$ cat src/rtl/core/assert_macros.svh
// ----------------------------------------------------------------------------
// Assertion macros
// Concurrent assertion shorthands used by the RTL. They compile to nothing
// when SYNTHESIS is defined.
// ----------------------------------------------------------------------------
`ifndef ASSERT_MACROS_SVH
`define ASSERT_MACROS_SVH

`ifndef SYNTHESIS

// The consequent holds in the same cycle as the antecedent.
`define SMCS_ASSERT_IMP(lbl, clk, rstn, ante, cons) \
    lbl: assert property (@(posedge clk) disable iff (!(rstn)) (ante) |-> (cons)) \
        else $error("assertion failed");

// The consequent holds in the cycle after the antecedent.
`define SMCS_ASSERT_NXT(lbl, clk, rstn, ante, cons) \
    lbl: assert property (@(posedge clk) disable iff (!(rstn)) (ante) |=> (cons)) \
        else $error("assertion failed");

`else

`define SMCS_ASSERT_IMP(lbl, clk, rstn, ante, cons)
`define SMCS_ASSERT_NXT(lbl, clk, rstn, ante, cons)

`endif

`endif

$ cat src/rtl/core/smcs_pkg.sv
// ----------------------------------------------------------------------------
// smcs_pkg
// Widths, register indexes and controller/datapath interface types of the
// slice macroblock command splitter.
// ----------------------------------------------------------------------------
package smcs_pkg;

    localparam int FIRST_W  = 12;   // first macroblock address
    localparam int COUNT_W  = 13;   // macroblock count
    localparam int ADDR_W   = 13;   // first address plus offset
    localparam int WIDTH_W  = 8;    // picture width, column, row, run
    localparam int CFG_IDX_W = 2;
    localparam int CFG_DAT_W = 8;

    localparam int MAX_RESULTS = 33;
    localparam int NRES_W      = 6;
    localparam int DIV_CNT_W   = 4;

    localparam logic [CFG_IDX_W-1:0] CFG_PIC_WIDTH = 2'd0;
    localparam logic [CFG_IDX_W-1:0] CFG_KERNEL    = 2'd1;
    localparam logic [CFG_IDX_W-1:0] CFG_XFORM     = 2'd2;
    localparam logic [CFG_IDX_W-1:0] CFG_QUALITY   = 2'd3;

    localparam logic [WIDTH_W-1:0] PIC_WIDTH_RESET = 8'd120;

    typedef struct packed {
        logic load;         // latch a new item and divide its first address
        logic take_addr;    // keep column/row, start dividing the chunk size
        logic take_chunk;   // keep chunk column step and row step
        logic emit;         // issue one command word
        logic emit_term;    // issue the terminator word
    } t_cmd;

    typedef struct packed {
        logic div_done;     // divider result valid this cycle
        logic count_zero;   // incoming slice has no macroblocks
        logic last_cmd;     // the command issued now ends the slice
    } t_status;

endpackage

$ cat src/rtl/core/smcs_divider.sv
// ----------------------------------------------------------------------------
// smcs_divider
// Restoring divider, one quotient bit per cycle. Divides a 13-bit dividend by
// an 8-bit nonzero divisor; the done pulse is raised with the last quotient bit.
// ----------------------------------------------------------------------------
module smcs_divider (
    input  logic                              i_clk,
    input  logic                              i_rst_n,
    input  logic                              i_start,
    input  logic [smcs_pkg::ADDR_W-1:0]       i_dividend,
    input  logic [smcs_pkg::WIDTH_W-1:0]      i_divisor,
    output logic                              o_done,
    output logic [smcs_pkg::ADDR_W-1:0]       o_quotient,
    output logic [smcs_pkg::WIDTH_W-1:0]      o_remainder
);

    logic                              r_running;
    logic                              r_done;
    logic [smcs_pkg::DIV_CNT_W-1:0]    r_cnt;
    logic [smcs_pkg::ADDR_W-1:0]       r_quo;
    logic [smcs_pkg::WIDTH_W-1:0]      r_rem;
    logic [smcs_pkg::WIDTH_W-1:0]      r_divisor;

    logic [smcs_pkg::WIDTH_W:0]        trial;
    logic [smcs_pkg::WIDTH_W:0]        diff;
    logic                              ge;
    logic [smcs_pkg::WIDTH_W-1:0]      n_rem;

    always_comb begin
        trial = {r_rem, r_quo[smcs_pkg::ADDR_W-1]};
        ge    = trial >= {1'b0, r_divisor};
        diff  = trial - {1'b0, r_divisor};
        n_rem = ge ? diff[smcs_pkg::WIDTH_W-1:0] : trial[smcs_pkg::WIDTH_W-1:0];
    end

    always_ff @(posedge i_clk) begin
        if (!i_rst_n) begin
            r_running <= 1'b0;
            r_done    <= 1'b0;
            r_cnt     <= '0;
        end else if (i_start) begin
            r_running <= 1'b1;
            r_done    <= 1'b0;
            r_cnt     <= smcs_pkg::DIV_CNT_W'(smcs_pkg::ADDR_W);
        end else if (r_running) begin
            r_cnt <= r_cnt - 1'b1;
            if (r_cnt == smcs_pkg::DIV_CNT_W'(1)) begin
                r_running <= 1'b0;
                r_done    <= 1'b1;
            end
        end else begin
            r_done <= 1'b0;
        end
    end

    always_ff @(posedge i_clk) begin
        if (i_start) begin
            r_quo     <= i_dividend;
            r_rem     <= '0;
            r_divisor <= i_divisor;
        end else if (r_running) begin
            r_quo <= {r_quo[smcs_pkg::ADDR_W-2:0], ge};
            r_rem <= n_rem;
        end
    end

    assign o_done      = r_done;
    assign o_quotient  = r_quo;
    assign o_remainder = r_rem;

endmodule

$ cat src/rtl/core/smcs_ctrl.sv
// ----------------------------------------------------------------------------
// smcs_ctrl
// Sequencer of the command splitter: a nonempty slice has two divisions, then
// one command word per cycle until covered; a frame end gives one terminator.
// ----------------------------------------------------------------------------
module smcs_ctrl (
    input  logic                i_clk,
    input  logic                i_rst_n,
    input  logic                i_start,
    input  logic                i_func,
    input  smcs_pkg::t_status   i_status,
    output logic                o_busy,
    output smcs_pkg::t_cmd      o_cmd
);

    typedef enum logic [4:0] {
        S_IDLE  = 5'b00001,
        S_DIV_A = 5'b00010,
        S_DIV_C = 5'b00100,
        S_EMIT  = 5'b01000,
        S_TERM  = 5'b10000
    } t_state;

    t_state r_state;
    t_state n_state;

    always_comb begin
        n_state = r_state;
        o_cmd   = '0;
        case (r_state)
            S_IDLE: begin
                if (i_start) begin
                    o_cmd.load = 1'b1;
                    if (i_func) begin
                        n_state = S_TERM;
                    end else if (!i_status.count_zero) begin
                        n_state = S_DIV_A;
                    end
                end
            end
            S_DIV_A: begin
                if (i_status.div_done) begin
                    o_cmd.take_addr = 1'b1;
                    n_state = S_DIV_C;
                end
            end
            S_DIV_C: begin
                if (i_status.div_done) begin
                    o_cmd.take_chunk = 1'b1;
                    n_state = S_EMIT;
                end
            end
            S_EMIT: begin
                o_cmd.emit = 1'b1;
                if (i_status.last_cmd) begin
                    n_state = S_IDLE;
                end
            end
            S_TERM: begin
                o_cmd.emit_term = 1'b1;
                n_state = S_IDLE;
            end
            default: begin
                n_state = S_IDLE;
            end
        endcase
    end

    always_ff @(posedge i_clk) begin
        if (!i_rst_n) begin
            r_state <= S_IDLE;
        end else begin
            r_state <= n_state;
        end
    end

    assign o_busy = (r_state != S_IDLE);

endmodule

$ cat src/rtl/core/smcs_datapath.sv
// ----------------------------------------------------------------------------
// smcs_datapath
// Configuration registers, slice position tracking and the registered result
// word. Column and row of later commands are stepped from the divided first
// address and the divided chunk size.
// ----------------------------------------------------------------------------
module smcs_datapath #(
    parameter int MAX_MBS   = 4096,
    parameter int CHUNK_MBS = 128
) (
    input  logic                                i_clk,
    input  logic                                i_rst_n,
    input  smcs_pkg::t_cmd                      i_cmd,
    output smcs_pkg::t_status                   o_status,
    input  logic [smcs_pkg::FIRST_W-1:0]        i_slice_first_mb,
    input  logic [smcs_pkg::COUNT_W-1:0]        i_slice_mb_count,
    input  logic                                i_cfg_wr,
    input  logic [smcs_pkg::CFG_IDX_W-1:0]      i_cfg_index,
    input  logic [smcs_pkg::CFG_DAT_W-1:0]      i_cfg_data,
    output logic                                o_result_valid,
    output logic                                o_is_terminator,
    output logic [1:0]                          o_kernel_out,
    output logic [smcs_pkg::WIDTH_W-1:0]        o_start_col,
    output logic [smcs_pkg::WIDTH_W-1:0]        o_start_row,
    output logic [smcs_pkg::WIDTH_W-1:0]        o_row_width,
    output logic [smcs_pkg::WIDTH_W-1:0]        o_mb_run,
    output logic                                o_slice_start,
    output logic                                o_transform_flag,
    output logic [3:0]                          o_quality_out,
    output logic                                o_last
);

    localparam int W  = smcs_pkg::WIDTH_W;
    localparam int AW = smcs_pkg::ADDR_W;

    // Configuration.
    logic [W-1:0] r_pic_width;
    logic [1:0]   r_kernel;
    logic         r_xform;
    logic [3:0]   r_quality;

    // Slice progress.
    logic [AW-1:0]                  r_count;
    logic [AW-1:0]                  r_pos;
    logic [smcs_pkg::NRES_W-1:0]    r_nres;
    logic [W-1:0]                   r_col;
    logic [W-1:0]                   r_row;
    logic [W-1:0]                   r_col_step;
    logic [W-1:0]                   r_row_step;

    // Result word.
    logic         r_out_valid;
    logic         r_out_term;
    logic [1:0]   r_out_kernel;
    logic [W-1:0] r_out_col;
    logic [W-1:0] r_out_row;
    logic [W-1:0] r_out_width;
    logic [W-1:0] r_out_run;
    logic         r_out_first;
    logic         r_out_xform;
    logic [3:0]   r_out_quality;
    logic         r_out_last;

    logic [W-1:0]  w_eff;
    logic [AW-1:0] count_sat;
    logic          div_start;
    logic [AW-1:0] div_dividend;
    logic          div_done;
    logic [AW-1:0] div_quo;
    logic [W-1:0]  div_rem;

    logic          first_cmd;
    logic [AW:0]   pos_plus_chunk;
    logic [AW-1:0] run;
    logic [AW:0]   pos_next;
    logic          last_cmd;
    logic [W:0]    col_sum;
    logic          col_wrap;
    logic [W:0]    col_wrapped;

    // A width of zero is taken as one.
    assign w_eff = (r_pic_width == '0) ? W'(1) : r_pic_width;

    assign count_sat = (i_slice_mb_count > AW'(MAX_MBS)) ? AW'(MAX_MBS)
                                                         : AW'(i_slice_mb_count);

    assign div_start    = i_cmd.load || i_cmd.take_addr;
    assign div_dividend = i_cmd.load ? AW'(i_slice_first_mb) : AW'(CHUNK_MBS);

    smcs_divider u_divider (
        .i_clk       (i_clk),
        .i_rst_n     (i_rst_n),
        .i_start     (div_start),
        .i_dividend  (div_dividend),
        .i_divisor   (w_eff),
        .o_done      (div_done),
        .o_quotient  (div_quo),
        .o_remainder (div_rem)
    );

    always_comb begin
        first_cmd      = (r_pos == '0);
        pos_plus_chunk = {1'b0, r_pos} + (AW + 1)'(CHUNK_MBS);
        if (first_cmd) begin
            run = AW'(w_eff);
        end else if (pos_plus_chunk <= {1'b0, r_count}) begin
            run = AW'(CHUNK_MBS);
        end else begin
            run = r_count - r_pos;
        end
        pos_next = {1'b0, r_pos} + {1'b0, run};
        last_cmd = (pos_next >= {1'b0, r_count})
                || (r_nres == smcs_pkg::NRES_W'(smcs_pkg::MAX_RESULTS - 1));
        // Column plus the chunk step stays below twice the width.
        col_sum     = {1'b0, r_col} + {1'b0, r_col_step};
        col_wrap    = col_sum >= {1'b0, w_eff};
        col_wrapped = col_sum - {1'b0, w_eff};
    end

    assign o_status.div_done   = div_done;
    assign o_status.count_zero = (i_slice_mb_count == '0);
    assign o_status.last_cmd   = last_cmd;

    always_ff @(posedge i_clk) begin
        if (!i_rst_n) begin
            r_pic_width <= smcs_pkg::PIC_WIDTH_RESET;
            r_kernel    <= '0;
            r_xform     <= 1'b0;
            r_quality   <= '0;
        end else if (i_cfg_wr) begin
            case (i_cfg_index)
                smcs_pkg::CFG_PIC_WIDTH: r_pic_width <= i_cfg_data;
                smcs_pkg::CFG_KERNEL:    r_kernel    <= i_cfg_data[1:0];
                smcs_pkg::CFG_XFORM:     r_xform     <= i_cfg_data[0];
                smcs_pkg::CFG_QUALITY:   r_quality   <= i_cfg_data[3:0];
                default: begin
                end
            endcase
        end
    end

    always_ff @(posedge i_clk) begin
        if (i_cmd.load) begin
            r_count <= count_sat;
            r_pos   <= '0;
            r_nres  <= '0;
        end
        if (i_cmd.take_addr) begin
            r_col <= div_rem;
            r_row <= div_quo[W-1:0];
        end
        if (i_cmd.take_chunk) begin
            r_col_step <= div_rem;
            r_row_step <= div_quo[W-1:0];
        end
        if (i_cmd.emit) begin
            r_pos  <= pos_next[AW-1:0];
            r_nres <= r_nres + 1'b1;
            if (first_cmd) begin
                // A full row keeps the column and moves one row down.
                r_row <= r_row + 1'b1;
            end else if (col_wrap) begin
                r_col <= col_wrapped[W-1:0];
                r_row <= r_row + r_row_step + 1'b1;
            end else begin
                r_col <= col_sum[W-1:0];
                r_row <= r_row + r_row_step;
            end
        end
    end

    always_ff @(posedge i_clk) begin
        if (!i_rst_n) begin
            r_out_valid <= 1'b0;
        end else begin
            r_out_valid <= i_cmd.emit || i_cmd.emit_term;
        end
    end

    always_ff @(posedge i_clk) begin
        if (i_cmd.emit_term) begin
            r_out_term    <= 1'b1;
            r_out_kernel  <= '0;
            r_out_col     <= '0;
            r_out_row     <= '0;
            r_out_width   <= '0;
            r_out_run     <= '0;
            r_out_first   <= 1'b0;
            r_out_xform   <= 1'b0;
            r_out_quality <= '0;
            r_out_last    <= 1'b1;
        end else if (i_cmd.emit) begin
            r_out_term    <= 1'b0;
            r_out_kernel  <= r_kernel;
            r_out_col     <= r_col;
            r_out_row     <= r_row;
            r_out_width   <= w_eff;
            r_out_run     <= run[W-1:0];
            r_out_first   <= first_cmd;
            r_out_xform   <= r_xform;
            r_out_quality <= r_quality;
            r_out_last    <= last_cmd;
        end
    end

    assign o_result_valid   = r_out_valid;
    assign o_is_terminator  = r_out_term;
    assign o_kernel_out     = r_out_kernel;
    assign o_start_col      = r_out_col;
    assign o_start_row      = r_out_row;
    assign o_row_width      = r_out_width;
    assign o_mb_run         = r_out_run;
    assign o_slice_start    = r_out_first;
    assign o_transform_flag = r_out_xform;
    assign o_quality_out    = r_out_quality;
    assign o_last           = r_out_last;

endmodule

$ cat src/rtl/core/slice_macroblock_command_splitter.sv
// ----------------------------------------------------------------------------
// slice_macroblock_command_splitter
// Splits slice items into macroblock work commands; frame-end items give a
// terminator word.
// ----------------------------------------------------------------------------
// One item is worked at a time: start is taken while busy is low. A slice
// item gives N commands (N at most 33): after the accept cycle the shared
// serial divider works bit by bit on the first address and then on the
// chunk size, after which one command word is issued per cycle. A frame-end
// item goes through the terminator state, and an empty slice never raises
// busy. Each word appears for exactly one cycle with o_result_valid high,
// in the cycle after it is issued; the receiver cannot hold words off and
// must take every one. Configuration writes are always taken and must only
// be issued while busy is low.
module slice_macroblock_command_splitter #(
    parameter int MAX_MBS   = 4096,
    parameter int CHUNK_MBS = 128
) (
    input  logic                                i_clk,
    input  logic                                i_rst_n,
    input  logic                                start,
    output logic                                busy,
    input  logic                                i_func,
    input  logic [smcs_pkg::FIRST_W-1:0]        i_slice_first_mb,
    input  logic [smcs_pkg::COUNT_W-1:0]        i_slice_mb_count,
    input  logic                                i_cfg_valid,
    output logic                                o_cfg_ready,
    input  logic [smcs_pkg::CFG_IDX_W-1:0]      i_cfg_index,
    input  logic [smcs_pkg::CFG_DAT_W-1:0]      i_cfg_data,
    output logic                                o_result_valid,
    output logic                                o_is_terminator,
    output logic [1:0]                          o_kernel_out,
    output logic [smcs_pkg::WIDTH_W-1:0]        o_start_col,
    output logic [smcs_pkg::WIDTH_W-1:0]        o_start_row,
    output logic [smcs_pkg::WIDTH_W-1:0]        o_row_width,
    output logic [smcs_pkg::WIDTH_W-1:0]        o_mb_run,
    output logic                                o_slice_start,
    output logic                                o_transform_flag,
    output logic [3:0]                          o_quality_out,
    output logic                                o_last
);

`include "assert_macros.svh"

    smcs_pkg::t_cmd    cmd;
    smcs_pkg::t_status status;
    logic              accept;
    logic              cmd_out;
    logic              term_out;

    assign o_cfg_ready = 1'b1;
    assign accept      = start && !busy;
    assign cmd_out     = o_result_valid && !o_is_terminator;
    assign term_out    = o_result_valid && o_is_terminator && o_last;

    smcs_ctrl u_ctrl (
        .i_clk    (i_clk),
        .i_rst_n  (i_rst_n),
        .i_start  (accept),
        .i_func   (i_func),
        .i_status (status),
        .o_busy   (busy),
        .o_cmd    (cmd)
    );

    smcs_datapath #(
        .MAX_MBS   (MAX_MBS),
        .CHUNK_MBS (CHUNK_MBS)
    ) u_datapath (
        .i_clk            (i_clk),
        .i_rst_n          (i_rst_n),
        .i_cmd            (cmd),
        .o_status         (status),
        .i_slice_first_mb (i_slice_first_mb),
        .i_slice_mb_count (i_slice_mb_count),
        .i_cfg_wr         (i_cfg_valid && o_cfg_ready),
        .i_cfg_index      (i_cfg_index),
        .i_cfg_data       (i_cfg_data),
        .o_result_valid   (o_result_valid),
        .o_is_terminator  (o_is_terminator),
        .o_kernel_out     (o_kernel_out),
        .o_start_col      (o_start_col),
        .o_start_row      (o_start_row),
        .o_row_width      (o_row_width),
        .o_mb_run         (o_mb_run),
        .o_slice_start    (o_slice_start),
        .o_transform_flag (o_transform_flag),
        .o_quality_out    (o_quality_out),
        .o_last           (o_last)
    );

    // A terminator request shows up next cycle as a final terminator word.
    `SMCS_ASSERT_NXT(a_term_word, i_clk, i_rst_n, cmd.emit_term, term_out)
    // Stepped columns always stay inside the picture width.
    `SMCS_ASSERT_IMP(a_col_range, i_clk, i_rst_n, cmd_out, o_start_col < o_row_width)
    // Commands are only issued while an item is in progress.
    `SMCS_ASSERT_IMP(a_emit_busy, i_clk, i_rst_n, cmd.emit || cmd.emit_term, busy)

endmodule

$ cat config.mk
export PLATFORM = sky130hd
export DESIGN_NAME = slice_macroblock_command_splitter
export DESIGN_NICKNAME = d
export VERILOG_FILES = /design/src/rtl/core/smcs_pkg.sv /design/src/rtl/core/smcs_divider.sv /design/src/rtl/core/smcs_ctrl.sv /design/src/rtl/core/smcs_datapath.sv /design/src/rtl/core/slice_macroblock_command_splitter.sv
export VERILOG_INCLUDE_DIRS = /design/src /design/src/rtl/core
export SDC_FILE = /design/constraint.sdc
export NUM_CORES = 1
export LEC_CHECK = 0
export ABC_AREA = 1
export BUFFER_PORTS_ARGS = -buffer_cell sky130_fd_sc_hd__buf_4
export CAP_MARGIN = 20
export CORE_AREA = 5 5 185 187
export CTS_BUF_LIST = sky130_fd_sc_hd__clkbuf_2 sky130_fd_sc_hd__clkbuf_4 sky130_fd_sc_hd__clkbuf_8
export DETAILED_ROUTE_END_ITERATION = 12
export DIE_AREA = 0 0 190 192
export HOLD_SLACK_MARGIN = 0.02
export PLACE_DENSITY_LB_ADDON = 0.12
export SLEW_MARGIN = 20
export SYNTH_ARGS = -nofsm -noshare
export SYNTH_HDL_FRONTEND = slang
export SYNTH_HIERARCHICAL = 1
export SYNTH_SLANG_ARGS = --single-unit
$ cat constraint.sdc
create_clock -name i_clk -period 10.8 [get_ports i_clk]
set_input_delay 1.08 -clock i_clk [delete_from_list [all_inputs] [get_ports i_clk]]
set_output_delay 1.08 -clock i_clk [all_outputs]
set_load 0.02 [all_outputs]
### After elaboration in Yosys (flattened, before gate mapping)

Index checks and enable logic that the tools add are counted.

| storage, ports and cells | value |
|---|---|
| logic and storage cells | 121 |
| input port bits | 40 |
| bits in registers | 162 |
| output and inout bits | 45 |

| operators by class | value |
|---|---|
| bitwise operators | 2 |
| multiplexer cells | 38 |
| $lt $le $gt $ge | 5 |
| eq/ne operators | 16 |
| reduce and logical (&&, ||, !) cells | 19 |
| $add $sub $neg | 11 |

Operators with widths:

| kind | count |
|---|---|
| $mux 8 | 10 |
| $mux 13 | 6 |
| $mux 5 | 6 |
| $logic_not 13->1 | 2 |
| $pmux 5 s4 | 1 |
| $ge 9x8->1 | 2 |
| $add 8x1->8 const B | 2 |
| $sub 8x8->8 | 2 |
| $add 13x13->14 | 1 |
| $add 13x8->14 const B | 1 |
| $ge 14x13->1 | 1 |
| $le 14x13->1 | 1 |
| $gt 13x13->1 const B | 1 |
| $sub 13x13->13 | 1 |
| $mux 12 | 1 |
| $mux 6 | 2 |
| $mux 1 | 10 |
| $add 8x8->9 | 1 |
| $add 8x8->8 | 1 |
| $logic_not 8->1 | 1 |
| $mux 4 | 2 |
| $reduce_and 2->1 | 4 |
| $add 6x1->6 const B | 1 |
| $eq 6x6->1 const B | 1 |
| 22 further kinds | 30 |

### Depth between registers and ports, before layout

Gate-level depths: netlist of the first run.

| logic depth | value |
|---|---|
| depth in word-level cells | 9 |
| gate-level depth with buffers | 41 |
| gate-level depth less buffers | 40 |

### Modules after synthesis

The synthesis of the first run kept the hierarchy.

Modules (own cells, without submodules):

| module | area each (um^2) | times used | seq. area each (um^2) | cells each |
|---|---|---|---|---|
| smcs_datapath | 8171.6 | 1 | 3002.9 | 1050 |
| smcs_divider | 1983.2 | 1 | 910.9 | 245 |
| smcs_ctrl | 354.1 | 1 | 100.1 | 57 |
| slice_macroblock_command_splitter | 21.3 | 1 | 0.0 | 4 |

### Worst setup path after synthesis of the first run

No wires, ideal clock.

| timing | value |
|---|---|
| path type | register to register |
| start point | register u_datapath.r_pos[7] |
| end point | register u_ctrl.r_state[1] |
| slack | 6.320 ns |
| path buffers | 1 |
| stages on the path, launching flop included | 40 |
| library setup time | 0.110 ns |
| required time | 10.690 ns |
| data arrival time | 4.369 ns |
| clock period less this slack | 4.480 ns |
| cells stage by stage | edfxtp_1 > ha_1 > nand3_1 > nand2_1 > nand2_1 > inv_1 > ha_1 > nand2_1 > nor2_1 > nand4_1 > nor2_1 > nand2_1 > nand3_2 > nand2_4 > nor2_4 > inv_2 > o22ai_1 > ha_1 > [... 4 more ...] > a31oi_2 > xor2_1 > ha_1 > nand2_1 > nor2_1 > a211oi_1 > nor2_1 > nor2_1 > nand4_1 > buf_4 > inv_1 > nand4_1 > nand2_1 > inv_2 > nand3_2 > nand2_1 > clkinv_1 > nor2_1 |

| between the ends | value |
|---|---|
| word-level cells in the longest chain between the ends | 9 |
| elaborated cells between the ends (all ways) | 11 |
| those cells by class | 3 x add/sub; 2 x order compare; 1 x eq/ne; 2 x mux; 3 x reduce/logical |

Ends and longest elaborated chain:

| what | line | RTL |
|---|---|---|
| from (decl) | smcs_datapath.sv:44 | `logic [AW-1:0] r_pos;` |
| from (signal assigned) | smcs_datapath.sv:157 | `r_pos <= pos_next[AW-1:0];` |
| $add 13x8->14 | smcs_datapath.sv:103 | `pos_plus_chunk = {1'b0, r_pos} + (AW + 1)'(CHUNK_MBS);` |
| $le 14x13->1 | smcs_datapath.sv:106 | `end else if (pos_plus_chunk <= {1'b0, r_count}) begin` |
| $mux 13 | smcs_datapath.sv:106 |  |
| $mux 13 (*) | smcs_datapath.sv:104 | `if (first_cmd) begin` |
| net u_datapath.run[1] | smcs_datapath.sv:74 | `logic [AW-1:0] run;` |
| $add 13x13->14 (*) | smcs_datapath.sv:111 | `pos_next = {1'b0, r_pos} + {1'b0, run};` |
| net u_datapath.pos_next[9] | smcs_datapath.sv:75 | `logic [AW:0] pos_next;` |
| $ge 14x13->1 (*) | smcs_datapath.sv:112 | `last_cmd = (pos_next >= {1'b0, r_count})` |
| $logic_or 1x1->1 (*) | smcs_datapath.sv:113 | `\|\| (r_nres == smcs_pkg::NRES_W'(smcs_pkg::MAX_RESULTS - 1));` |
| net u_datapath.last_cmd | smcs_datapath.sv:76 | `logic last_cmd;` |
| $ne 2x1->1 (no line) (*) | -- |  |
| $reduce_and 5->1 (no line) (*) | -- |  |
| to (signal assigned) | smcs_ctrl.sv:73 | `r_state <= n_state;` |
| to (decl) | smcs_ctrl.sv:24 | `t_state r_state;` |

Mark *: on every way through the listed nets, which the timed path passes. The rest lies on a longest branch.
A chain may end at the register's enable or synchronous reset.

==> run_results.csv, run 1 <==
group,metric,value,unit
drt,detailroute.via_count,8859,
synthesis,synthesis.instances,1356,
timing,fmaxAchievable,197,MHz
synthesis,synth-edff-count,77,
cts,cts_buffers,17,
placed_design,dp.final_hpwl,23.8,mm
timing,report.final.hold_viol_count,0,
drt,final_wl,30.6,mm
job,max-cap-violations,0,
cts,worst_setup_hold_path_clk_slew,0.11,ns
final_layout,final_layout_size_suffix_gt1_share,13.9,%
setup_path,setup.worst_path.class,"flip-flop to flip-flop",
placed_design,place_congestion,0.875,
global_route,global_route_wire_length_before_repair,48.6,mm
placed_design,portBuffers,83,
final_layout,design.final.nets,1564,
global_route,grt_antenna_before_repair,0,
setup_path,critical_path_arrival,5.46,ns
cts,cts_setup_buffers,0,
synthesis,ys_ff_latch,162,
floorplan,die-area,36500,µm²
cts,insertion_delay,0.48,ns
cts,postCtsResizedCells,0,
setup_path,timing_endpoint_of_the_critical_path,"u_ctrl/r_state[1]",
timing,rsz0062_at_grt,"false",
floorplan,die_height,192,µm
timing,setup_viol,0,
synthesis,synthMostInstantiatedCell,"nand2_1",
synthesis,yosys-top-cells-area,"edfxtp_1 22%, dfxtp_1 16%, ha_1 11%",
timing,timing.clock.skew,0.0255,ns
synthesis,synth.largest_area_cell,"edfxtp_1",
cts,cts-root-to-sink-buffers,2,
synthesis,synth_async_sr_flop_share,0,%
global_route,grt_use_total,17.1,%
drt,dr.first_iter.drc_count,489,
synthesis,syn_area_per_cell,7.77,µm²
timing,fin_ws,5.71,ns
floorplan,die_w,190,µm
drt,drt-wirelength-per-cell,16.2,µm
setup_path,critical_path_maximum_fanout,9,
synthesis,synthesis.nets,1491,
synthesis,synthesis.area,10500,µm²
synthesis,netlist.area_leader.share,22.0,%
final_layout,syn2layout_area_growth,14.5,%
global_route,grt-ovfl-total,0,
timing,min_period_over_period,47.1,%
final_layout,final.fill_count,3429,
timing,final.setup.tns,0,ns
floorplan,starting_density_of_the_core,32.6,%
drt,drcViolationCount,0,
cts,clock-root-buffer,"clkbuf_8",
floorplan,boundaryPins,85,
drt,vias_per_cell,4.70,
setup_path,crit_path_top_delay_cell,"edfxtp_1",
timing,slew_at_the_pin_closest_to_its_max_slew_limit,1.03,ns
setup_path,worstSetupStartpoint,"u_datapath/r_pos[7]",
final_layout,fin_area,12100,µm²
setup_path,cpMostUsedCell,"nand2_1",
synthesis,yosys_most_used_dff,"dfxtp_1",
power_and_ir_drop,leakage,5.89,nW
synthesis,synth.cells.most_frequent,"293 x nand2_1, 212 x inv_1, 116 x nor2_1",
setup_path,reg2reg_end,"u_ctrl/r_state[1]",
final_layout,antenna-diode-count,0,
placed_design,placed_cell_area,11600,µm²
power_and_ir_drop,peak_ir_drop_on_the_vdd_network,0.150,mV
setup_path,worst_setup_path_start_kind,"flip-flop",
cts,cts_htree_levels,4,
setup_path,cp.required,11.17,ns
cts,cts_hold_buf,0,
setup_path,reg2reg_depth,38,
drt,count_of_antenna_violating_nets_left_after_detailed_routing,0,
synthesis,yosys_warnings,6,
global_route,grt_pass1_vias,8770,
timing,timing.max_slew.rel_slack,31.0,%
floorplan,site_rows,66,
global_route,grt_start_max_net_pins,31,
floorplan,core_outline_area,32300,µm²
cts,tritoncts_clock_tree,"built",
outcome,status,"finished clean",
setup_path,reg2reg_slack,5.71,ns
cts,cts.sink_count,162,
power_and_ir_drop,areal_power_density_over_the_cells,248,nW/µm²
setup_path,worst_r2r_startpoint,"u_datapath/r_pos[7]",
setup_path,slowest_delay,0.46,ns
hold_path,hp-class,"flip-flop to flip-flop",
drt,first_pass_iters,5,
placed_design,detailedPlace.worstSlack,5.81,ns
timing,final-max-slew-violation-count,0,
synthesis,synth.distinct_cells,60,
timing,min_period,5.09,ns
synthesis,synth-seq-area-share,38.1,%
setup_path,critical_path.endpoint_type,"flip-flop",
[report_power, final]
group / internal (mW) / leakage [nW] / switching (mW)
clock: 0.243 / 0.221 / 0.256
sequential: 0.802 / 1.41 / 0.0998
combinational: 0.574 / 4.26 / 1.02
total: 1.62 / 5.89 / 1.37
[layout by cell type (no fill, tap or decap), types with 4 or more instances in the layout]
master,n
a211oi_1,5
a21o_1,7
a21oi_1,72
a21oi_2,4
a31oi_1,4
and2_1,4
buf_4,92
clkbuf_8,18
dfxtp_1,85
edfxtp_1,77
fa_1,6
ha_1,89
inv_1,211
inv_2,12
inv_6,4
nand2_1,293
nand2_2,9
nand3_1,61
nand3_2,13
nand3b_1,8
nand4_1,24
nor2_1,113
nor2_2,9
nor2_4,8
nor3_1,15
nor4_1,8
o211ai_1,7
o21ai_0,72
o21ai_1,9
o22ai_1,7
xnor2_1,6
xor2_1,37
[per-layer routing]
layer / global-route usage, % / share of wire [%] / up-vias
li1: - / - / 4561
met1: 23.2 / 48 / 4090
met2: 27.9 / 46 / 179
met3: 3.22 / 4.5 / 29
met4: 4.59 / 1.8 / 0
met5: 0 / 0 / -
[metrics by stage]
step | util [%] | hold WS [ns] | std cells | total power [mW]
after CTS | 37.3 | 0.438 | 1884 | 3.01
after global placement | 35.9 | 0.414 | 1851 | 2.51
after floorplan | - | 0.424 | 1356 | 2.07
after global routing | 37.3 | 0.447 | 1884 | 3.27
after detailed placement | 36.0 | 0.416 | 1852 | 2.50
final | 37.3 | 0.431 | 1884 | 2.99
[sequential cells by signal, indices dropped and copies added, names as in the netlist, 5 cells and up]
| name | count |
|---|---|
| u_datapath/o_start_row | 8 |
| u_datapath/o_row_width | 8 |
| u_datapath/r_row | 8 |
| u_datapath/u_divider/o_quotient | 13 |
| u_datapath/r_pos | 13 |
| u_datapath/r_count | 13 |
| u_datapath/r_col_step | 8 |
| u_datapath/o_start_col | 8 |
| u_datapath/r_row_step | 8 |
| u_datapath/u_divider/r_divisor | 8 |
| u_ctrl/r_state | 5 |
| u_datapath/r_nres | 6 |
| u_datapath/r_pic_width | 8 |
| u_datapath/o_mb_run | 8 |
| u_datapath/r_col | 8 |
| u_datapath/u_divider/o_remainder | 8 |
[worst min-delay path by stage]
| stage | startpoint | end | slack [ns] | depth (start not counted) |
|---|---|---|---|---|
| after floorplan | u_datapath/r_quality[0] | u_datapath/r_quality[0] | 0.42 | 2 |
| after global placement | u_datapath/r_pic_width[1] | u_datapath/u_divider/r_divisor[1] | 0.41 | 0 |
| after detailed placement | u_datapath/r_pic_width[1] | u_datapath/u_divider/r_divisor[1] | 0.42 | 0 |
| after CTS | u_datapath/r_pic_width[1] | u_datapath/u_divider/r_divisor[1] | 0.44 | 0 |
| after global routing | u_datapath/r_pic_width[1] | u_datapath/u_divider/r_divisor[1] | 0.45 | 0 |
| final | u_datapath/r_pic_width[1] | u_datapath/u_divider/r_divisor[1] | 0.43 | 0 |
[cells by family after synthesis]
group	after synthesis	synth area share, %
adder cells (fa/ha/maj)	95	11.7
AO/OA/AOI/OAI	209	11.5
buffers and inverters	266	9.87
AND/OR/NAND/NOR	578	25.0
other	2	0.0713
XOR/XNOR	44	3.73
flip-flops	162	38.1
[worst max-delay path: cells and delay by family (launching register included)]
kind / cells / cell delay, ns
flip-flops: 1 / 0.46
adder cells (fa/ha/maj): 4 / 1.17
XOR/XNOR: 1 / 0.24
AND/OR/NAND/NOR: 25 / 2.09
AO/OA/AOI/OAI: 3 / 0.70
buffers and inverters: 5 / 0.31
[final cells by class]
cell class	instances	area, µm²	share of cell area, %
clock buffer	19	255	2.12
sequential	162	4010	33.3
timing repair buffer	93	718	5.96
tap	442	553	4.59
clock inverter	13	174	1.44
multi-input combinational	928	5490	45.5
inverter	227	855	7.09
No activity file was read; power rests on OpenSTA's default activity.
==> inputs of run 2 (changes only) <==
Clock period 10.8 ns to 5 ns, I/O delays scaled along.
==> run_results.csv, run 2 (synthesis gave the netlist of run 1 again) <==
group,metric,value,unit
outcome,status,"finished clean",
setup_path,worst_setup_path_start_kind,"flip-flop",
final_layout,design.final.nets,1600,
floorplan,die-area,36500,µm²
final_layout,antenna-diode-count,0,
drt,dr.first_iter.drc_count,538,
placed_design,dp.final_hpwl,23.9,mm
timing,fmaxAchievable,203,MHz
timing,timing.clock.skew,0.0163,ns
setup_path,reg2reg_end,"u_ctrl/r_state[1]",
timing,report.final.hold_viol_count,0,
job,max-cap-violations,0,
hold_path,hold_end,"u_datapath/r_count[12]",
setup_path,critical_path_arrival,5.29,ns
placed_design,portBuffers,83,
hold_path,hold_depth,1,
global_route,grt_start_max_net_pins,29,
drt,first_pass_iters,7,
setup_path,critical_path_maximum_fanout,5,
timing,min_period,4.92,ns
setup_path,critical_path.endpoint_type,"flip-flop",
drt,drt-wirelength-per-cell,16.1,µm
final_layout,final_layout_size_suffix_gt1_share,18.7,%
floorplan,core_outline_area,32300,µm²
final_layout,syn2layout_area_growth,19.9,%
placed_design,place_congestion,0.884,
floorplan,site_rows,66,
final_layout,final_common_cell,"nand2_1",
final_layout,most-common-layout-cells,"285 x nand2_1, 209 x inv_1, 126 x buf_4",
global_route,grt_pass1_vias,8834,
timing,final-max-slew-violation-count,0,
drt,count_of_antenna_violating_nets_left_after_detailed_routing,0,
setup_path,crit_path_top_delay_cell,"edfxtp_1",
cts,insertion_delay,0.47,ns
cts,cts_buffers,17,
cts,cts_htree_levels,4,
final_layout,fin_area,12600,µm²
cts,cts_hold_buf,0,
global_route,grt_use_total,16.9,%
floorplan,starting_density_of_the_core,32.6,%
final_layout,final-instance-count-excl-fill,1920,
timing,setup_viol,0,
setup_path,slowest_delay,0.47,ns
cts,tritoncts_clock_tree,"built",
power_and_ir_drop,leakage,6.09,nW
placed_design,placed_cells_incl_taps,1863,
cts,clock-root-buffer,"clkbuf_8",
drt,final_wl,31.0,mm
drt,vias_per_cell,4.69,
power_and_ir_drop,areal_power_density_over_the_cells,578,nW/µm²
timing,rsz0062_at_grt,"true",
setup_path,reg2reg_depth,35,
global_route,grt_antenna_before_repair,0,
setup_path,reg2reg_slack,0.08,ns
cts,cts.sink_count,162,
setup_path,cpMostUsedCell,"nor2_1",
drt,detailroute.via_count,9007,
floorplan,boundaryPins,85,
drt,drcViolationCount,0,
setup_path,cp.required,5.37,ns
timing,timing.max_slew.rel_slack,39.9,%
hold_path,hold_path_startpoint,"i_slice_mb_count[12]",
placed_design,placed_cell_area,11700,µm²
timing,slew_at_the_pin_closest_to_its_max_slew_limit,0.899,ns
timing,min_period_over_period,98.3,%
global_route,global_route_wire_length_before_repair,48.5,mm
global_route,grt-ovfl-total,0,
setup_path,worst_r2r_startpoint,"u_datapath/r_pos[9]",
cts,cts-root-to-sink-buffers,2,
cts,worst_setup_hold_path_clk_slew,0.10,ns
setup_path,setup.worst_path.class,"flip-flop to flip-flop",
floorplan,die_height,192,µm
hold_path,hp-class,"input port to flip-flop",
power_and_ir_drop,peak_ir_drop_on_the_vdd_network,0.347,mV
floorplan,die_w,190,µm
## run 2: cell count changes in the layout (fill, tap and decap cells not counted), sizes merged
| cell | previous run | this run |
|---|---|---|
| buf | 93 | 128 |
| bufinv | 3 | 4 |
| clkbuf | 19 | 18 |
| clkinv | 7 | 6 |
| clkinvlp | 0 | 1 |
| inv | 230 | 231 |
## run 2: through the flow
stage	hold slack (ns)	setup TNS (ns)	power, mW	util (%)	worst slack (ns)
floorplan	0.424	0	4.46	-	0.520
detailed placement	0.419	0	5.37	36.2	0.0750
global route	0.180	-0.658	7.91	39.1	-0.273
finish	0.222	0	7.30	39.1	0.0827
CTS	0.191	0	6.53	37.6	0.0316
global placement	0.429	0	5.38	36.2	0.200
## run 2: per-layer routing
metal | global-route usage [%] | part of all wire, % | up-vias
met1 | 22.8 | 48 | 4183
li1 | - | - | 4635
met4 | 3.53 | 1.1 | 0
met5 | 0 | 0 | -
met3 | 2.78 | 3.7 | 19
met2 | 28.8 | 47 | 170
## run 2: area by class of cell
class,count,area (µm²)
multi-input cells,928,5780
well taps,442,553
clock buffers,18,241
repair inverters,1,6.26
repair buffers,128,972
fillers,3365,19700
flip-flops and latches,162,4010
clock inverters,14,201
inverters,227,860
## run 2: power by group
part	internal [mW]	switching (mW)	leakage, nW
Sequential	1.73	0.218	1.41
Combinational	1.74	2.48	4.46
Clock	0.561	0.565	0.224
Total	4.03	3.27	6.09
## run 2: worst max path at each step
stage | start | to | slack (ns) | cells after the start
2_1_floorplan | u_datapath/r_pos[7] | u_ctrl/r_state[1] | 0.52 | 39
3_3_place_gp | u_datapath/r_pos[7] | u_ctrl/r_state[1] | 0.20 | 38
4_1_cts | u_datapath/r_pos[7] | u_ctrl/r_state[1] | 0.03 | 38
6_report | u_datapath/r_pos[9] | u_ctrl/r_state[1] | 0.08 | 35
3_5_place_dp | u_datapath/r_pos[7] | u_ctrl/r_state[1] | 0.08 | 38
5_1_grt | u_datapath/r_pos[9] | u_ctrl/r_state[0] | -0.27 | 36
## run 2: worst max-delay path, delay by kind of cell (launching register included)
kind	cells	cell delay (ns)
adder cells (fa/ha/maj)	3	0.84
AO/OA/AOI/OAI	3	0.61
AND/OR/NAND/NOR	20	2.04
flip-flops	1	0.47
XOR/XNOR	2	0.40
buffers and inverters	7	0.45
## run 2: timing repair
action | CTS | global route
endpoints found under the hold margin | 0 | 0
resized for setup | 0 | 56
buffers inserted | 0 | 24
endpoints found under the setup margin | 0 | 4
